--- src/rtl/core/address_range_access_firewall_assert.svh ---
// Assertion macros used by the firewall back end (afw_back).
`ifndef ADDRESS_RANGE_ACCESS_FIREWALL_ASSERT_SVH
`define ADDRESS_RANGE_ACCESS_FIREWALL_ASSERT_SVH

// Same-cycle implication, disabled in reset.
`define AFW_ASSERT_SAME(label, pre, post, msg) \
  label: assert property (@(posedge clk) disable iff (rst) (pre) |-> (post)) \
    else $error(msg);

// Next-cycle implication, disabled in reset.
`define AFW_ASSERT_NEXT(label, pre, post, msg) \
  label: assert property (@(posedge clk) disable iff (rst) (pre) |=> (post)) \
    else $error(msg);

`endif

--- src/rtl/core/afw_pkg.sv ---
// Shared types and constants of the address range access firewall.
package afw_pkg;

  localparam int ADDR_W = 64;
  localparam int DEV_W = 8;
  localparam int RIDX_W = 5;
  localparam int LIMIT_W = 16;
  localparam int TALLY_W = 17;
  localparam int Q_DEPTH = 2;

  localparam logic [LIMIT_W-1:0] RATE_LIMIT_RESET = 16'd1000;

  localparam logic [1:0] OP_CHECK = 2'd0;
  localparam logic [1:0] OP_RULE = 2'd1;
  localparam logic [1:0] OP_QUAR = 2'd2;
  localparam logic [1:0] OP_NONE = 2'd3;

  localparam logic [1:0] VERDICT_ALLOW = 2'd0;
  localparam logic [1:0] VERDICT_DENY = 2'd1;
  localparam logic [1:0] VERDICT_RATE = 2'd2;
  localparam logic [1:0] VERDICT_QUAR = 2'd3;

  typedef struct packed {
    logic [1:0] op;
    logic dev_ok;
    logic rule_ok;
    logic [ADDR_W-1:0] address;
    logic [DEV_W-1:0] device;
    logic write_access;
    logic [RIDX_W-1:0] rule_index;
    logic [ADDR_W-1:0] range_start;
    logic [ADDR_W-1:0] range_end;
    logic block_writes;
    logic block_reads;
  } item_t;

endpackage

--- src/rtl/core/afw_queue.sv ---
// Two-entry queue between front end and back end.
module afw_queue
  import afw_pkg::*;
(
  input  logic clk,
  input  logic rst,
  input  logic push,
  input  item_t push_item,
  output logic full,
  input  logic pop,
  output logic valid,
  output item_t head
);

  localparam int PTR_W = $clog2(Q_DEPTH);

  item_t entries [Q_DEPTH];
  logic [PTR_W-1:0] wr_ptr;
  logic [PTR_W-1:0] rd_ptr;
  logic [PTR_W:0] count;

  assign full = (count == (PTR_W+1)'(Q_DEPTH));
  assign valid = (count != '0);
  assign head = entries[rd_ptr];

  always_ff @(posedge clk) begin
    if (rst) begin
      wr_ptr <= '0;
      rd_ptr <= '0;
      count <= '0;
    end else begin
      if (push) begin
        wr_ptr <= wr_ptr + 1'b1;
      end
      if (pop) begin
        rd_ptr <= rd_ptr + 1'b1;
      end
      if (push && !pop) begin
        count <= count + 1'b1;
      end else if (pop && !push) begin
        count <= count - 1'b1;
      end
    end
  end

  always_ff @(posedge clk) begin
    if (push) begin
      entries[wr_ptr] <= push_item;
    end
  end

endmodule

--- config.mk ---
export PLATFORM = sky130hd
export DESIGN_NAME = afw_queue
export DESIGN_NICKNAME = d
export VERILOG_FILES = /design/src/rtl/core/address_range_access_firewall_assert.svh /design/src/rtl/core/afw_pkg.sv /design/src/rtl/core/afw_queue.sv
export SDC_FILE = /design/constraint.sdc
export NUM_CORES = 1
export LEC_CHECK = 0
export BUFFER_PORTS_ARGS = -buffer_cell sky130_fd_sc_hd__buf_2
export CORE_UTILIZATION = 53
export DETAILED_ROUTE_END_ITERATION = 6
export PLACE_DENSITY = 0.84
export SYNTH_ARGS = -nofsm -noshare
export SYNTH_HDL_FRONTEND = slang
export SYNTH_SLANG_ARGS = --single-unit
--- constraint.sdc ---
create_clock -name clk -period 15.93 [get_ports clk]
set_clock_uncertainty 0.1 [all_clocks]
set_input_delay 1.593 -clock clk [delete_from_list [all_inputs] [get_ports clk]]
set_output_delay 1.593 -clock clk [all_outputs]
set_load 0.01 [all_outputs]
Word-level counts from Yosys, hierarchy flattened
Memory sizes are Yosys's and may differ from the RTL's. A register that Yosys moved wholly into a read port is not among the register bits.
Cells that the tools add are included.

storage, ports and cells
  input bits = 216
  output and inout bits = 214
  memories = 1
  memory bits (writable) = 424
  bits in registers = 4
  word-level logic and storage cells = 21

cells by class
  equal/unequal tests = 1
  add/subtract/negate cells = 4
  muxes and demuxes = 6
  reductions and logical operators = 6

memory list
  memory   words  bits a word  read ports  clocked after Yosys merged registers in  wr ports  line             text
  entries  2      212          1           1                                        1         afw_queue.sv:17  item_t entries [Q_DEPTH];

operator list
  operator                                                            number
  1-bit two-way mux                                                   4
  2-bit two-way mux                                                   2
  2-bit nonzero test                                                  2
  1-bit adder, second input constant                                  2
  2-bit by 1-bit adder with 2-bit output, second input constant       1
  2-bit == test, second input constant                                1
  1-bit logical AND                                                   2
  1-bit zero test                                                     2
  2-bit by 1-bit subtractor with 2-bit output, second input constant  1

Longest topological paths before layout
  depth after elaboration = 4
  gate-level depth with buffers = 5
  depth with buffers taken out = 5

Least setup slack after synthesis
OpenSTA, ideal clock, no wires.

  path kind = input -> register
  start = in push
  end = mem entries[0][0] (netlist bit) (enable)
  buffers on the path = 0
  cell stages on the path = 1
  arrival time = 10.729 ns
  setup slack = 4.287 ns
  required time = 15.017 ns
  library setup time = 0.813 ns
  path through = nor2b_1

on the way
  longest elaborated chain between the ends = 2

RTL lines
  item                                     line             text
  start, declared                          afw_queue.sv:7   input logic push,
  1-bit two-way mux                        afw_queue.sv:47  if (push) begin
  1-bit two-way mux (implied by the code)  afw_queue.sv:48  entries[wr_ptr] <= push_item;
  end, declared                            afw_queue.sv:17

No other way between the ends.

==> flow_metrics.tcl <==
set metrics [dict create \
    status "completed" \
    cts_resized 0 \
    insertion_delay_ns 0.52 \
    grt.total_usage_pct 19.91 \
    cts_tree "done" \
    syn_area_um2 16350 \
    route.vias.total 7995 \
    synth_nets 899 \
    slowest_stage "dfxtp_4" \
    fill_cells 1937 \
    clk_path_buf_depth 3 \
    cp.required_ns 14.24 \
    drive_above_1_share_pct 60.85 \
    critPathKind "reg -> out" \
    die_w_um 177.6 \
    slew_viol_final 0 \
    cp_data_arrival_time_ns 3.75 \
    cts_setup_buffers 0 \
    crit_family "buffers and inverters" \
    stdcell_area_um2 20010 \
    cp_common_cell "buf_4" \
    grt_pass1_wl_um 46290 \
    yosys.area.top_type "edfxtp_1" \
    yosysWarnings 0 \
    critPathMaxFanout 59 \
    finalCritPeriodShare_pct 34.19 \
    drt_iter0_markers 477 \
    ir_worst_vdd_v 0.0001529 \
    worstMarginPinSlew_ns 1.085 \
    synthCells 682 \
    rows 63 \
    ys_seq_area_share_pct 78.48 \
    place_congestion 0.7890 \
    die_area_um2 31560 \
    slew_headroom_pct 27.70 \
    path_clk_slew_ns 0.06 \
    layout.nets 1356 \
    fin_crit_ns 5.446 \
    postRouteWirelength_um 32270 \
    synth_area_leaders "edfxtp_1 78%, mux2_4 17%, mux2_2 2.2%" \
    wl_per_cell_um 20.59 \
    hp-class "reg -> reg" \
    area_delta_synth_final_pct 22.40 \
    fin_tns_setup_ns 0 \
    max_freq_mhz 183.6 \
    drv_cap 0 \
    path_cells "buf_4, buf_4, mux2_4, buf_2" \
    io_pins 430 \
    placed_cell_area_um2 18710 \
    antenna_found_initial 10 \
    hold_violations 0 \
    port_buffers 429 \
    grt_max_degree 81 \
    max_stage_delay_ns 0.99 \
    dp_hpwl_um 22050 \
    cts.htree.levels 2 \
    worst-path-buf-inv 3 \
    worstSetupEndpointType "output port" \
    worstSetupStartpointType "register" \
    yosysUniqueCellTypes 18 \
    cts_buffers 42 \
    drc_errors 0 \
    finalSetupViolations 0 \
    netlist.area_leader.share_pct 77.87 \
    synth.avg_cell_area_um2 23.97 \
    ys_seq_elements 429 \
    grt_pass1_vias 8261 \
    rsz0062_at_grt "false" \
    dr.pass1.iters 5 \
    detail-route-antenna-nets 0 \
    fp.dieH_um 177.6 \
    overflow 0 \
    vias_per_cell 5.102 \
    cts_root_buf "clkbuf_16" \
    cts.sinks 429 \
    core_area_um2 30030 \
    postCtsHoldBufs 0 \
    start_util_pct 54.44 \
    p_per_area_nw_per_um2 127.7 \
    leakagePower_uw 0.007912 \
]
[worst register-to-register path, stage by stage, from the launching register on]
cell and delay, ns:
dfxtp_1 0.36, nor2b_4 0.73, buf_4 0.76, buf_4 0.87
[cells in the final DEF, fill, tap and decap left out, types with 2 or more instances in the layout]
master / count
nor2_1: 4
edfxtp_1: 424
clkbuf_1: 11
xnor2_1: 2
diode_2: 7
mux2_2: 32
buf_4: 8
clkbuf_8: 2
xor2_1: 2
dfxtp_1: 4
buf_2: 429
mux2_4: 180
clkbuf_16: 45
clkinv_1: 5
clkinv_2: 9
[layer usage]
metal,vias to the layer above,part of all wire (%),track usage (%)
met3,67,11,7.926
li1,3645,-,-
met4,2,3.0,7.621
met5,-,0.031,0
met2,382,51,34.77
met1,3899,35,21.64
[cell families after synthesis]
family	Yosys count	synth area share (%)
mux	212	18.73
flops	429	78.48
buf+inv	25	2.150
xor+xnor	4	0.2143
fa+ha+maj	1	0.07651
simple gates	9	0.2832
compound gates	2	0.06116
[cell usage after synthesis (all sizes together)]
master and instances:
o21ai 1, inv 1, or2 1, xor2 2
and2 1, dfxtp 5, mux2 212, or3 1
xnor2 2, a21oi 1, buf 24, edfxtp 424
nor2 4, ha 1, nor2b 2
[power breakdown]
group | total (uW) | switching [uW] | internal [uW]
logic | 299 | 147 | 152
registers | 1340 | 25.1 | 1320
clock network | 912 | 387 | 525
total | 2560 | 559 | 2000
[sequential cells by signal, indices dropped and copies added, names as in the netlist, named ones only]
register	count
entries	424
wr_ptr	1
count	2
rd_ptr	1
[stage by stage]
stage / total power, uW / hold WS [ns] / setup slack (ns) / utilization [%] / cells
global route: 2643 / 0.4760 / 10.30 / 66.61 / 1564
detailed placement: 1670 / 0.4031 / 10.98 / 62.30 / 1485
CTS: 2580 / 0.4278 / 10.42 / 66.58 / 1560
finish: 2556 / 0.4257 / 10.48 / 66.64 / 1567
floorplan: 1575 / 0.3558 / 4.287 / - / 682
global placement: 1659 / 0.3832 / 11.05 / 62.30 / 1485
[area by class of cell]
cell class | count | area (um2) | share of cell area (%)
flip-flops and latches | 429 | 12840 | 64.14
multi-input cells | 228 | 3177 | 15.87
inverters | 1 | 3.754 | 0.01876
diodes | 7 | 17.52 | 0.08753
clock inverters | 17 | 88.84 | 0.4439
well taps | 390 | 488.0 | 2.438
clock buffers | 58 | 1195 | 5.971
repair buffers | 437 | 2207 | 11.03
[path summary, 6_finish.rpt]
check,startpoint,end,slack [ns],depth (start not counted)
min reg2reg,rd_ptr,register,0.43,2
max,register,head[51],10.48,4
max reg2reg,wr_ptr,entries[0][96],12.70,3
min,rd_ptr,register,0.43,2
(Power assumes the default switching activity.)
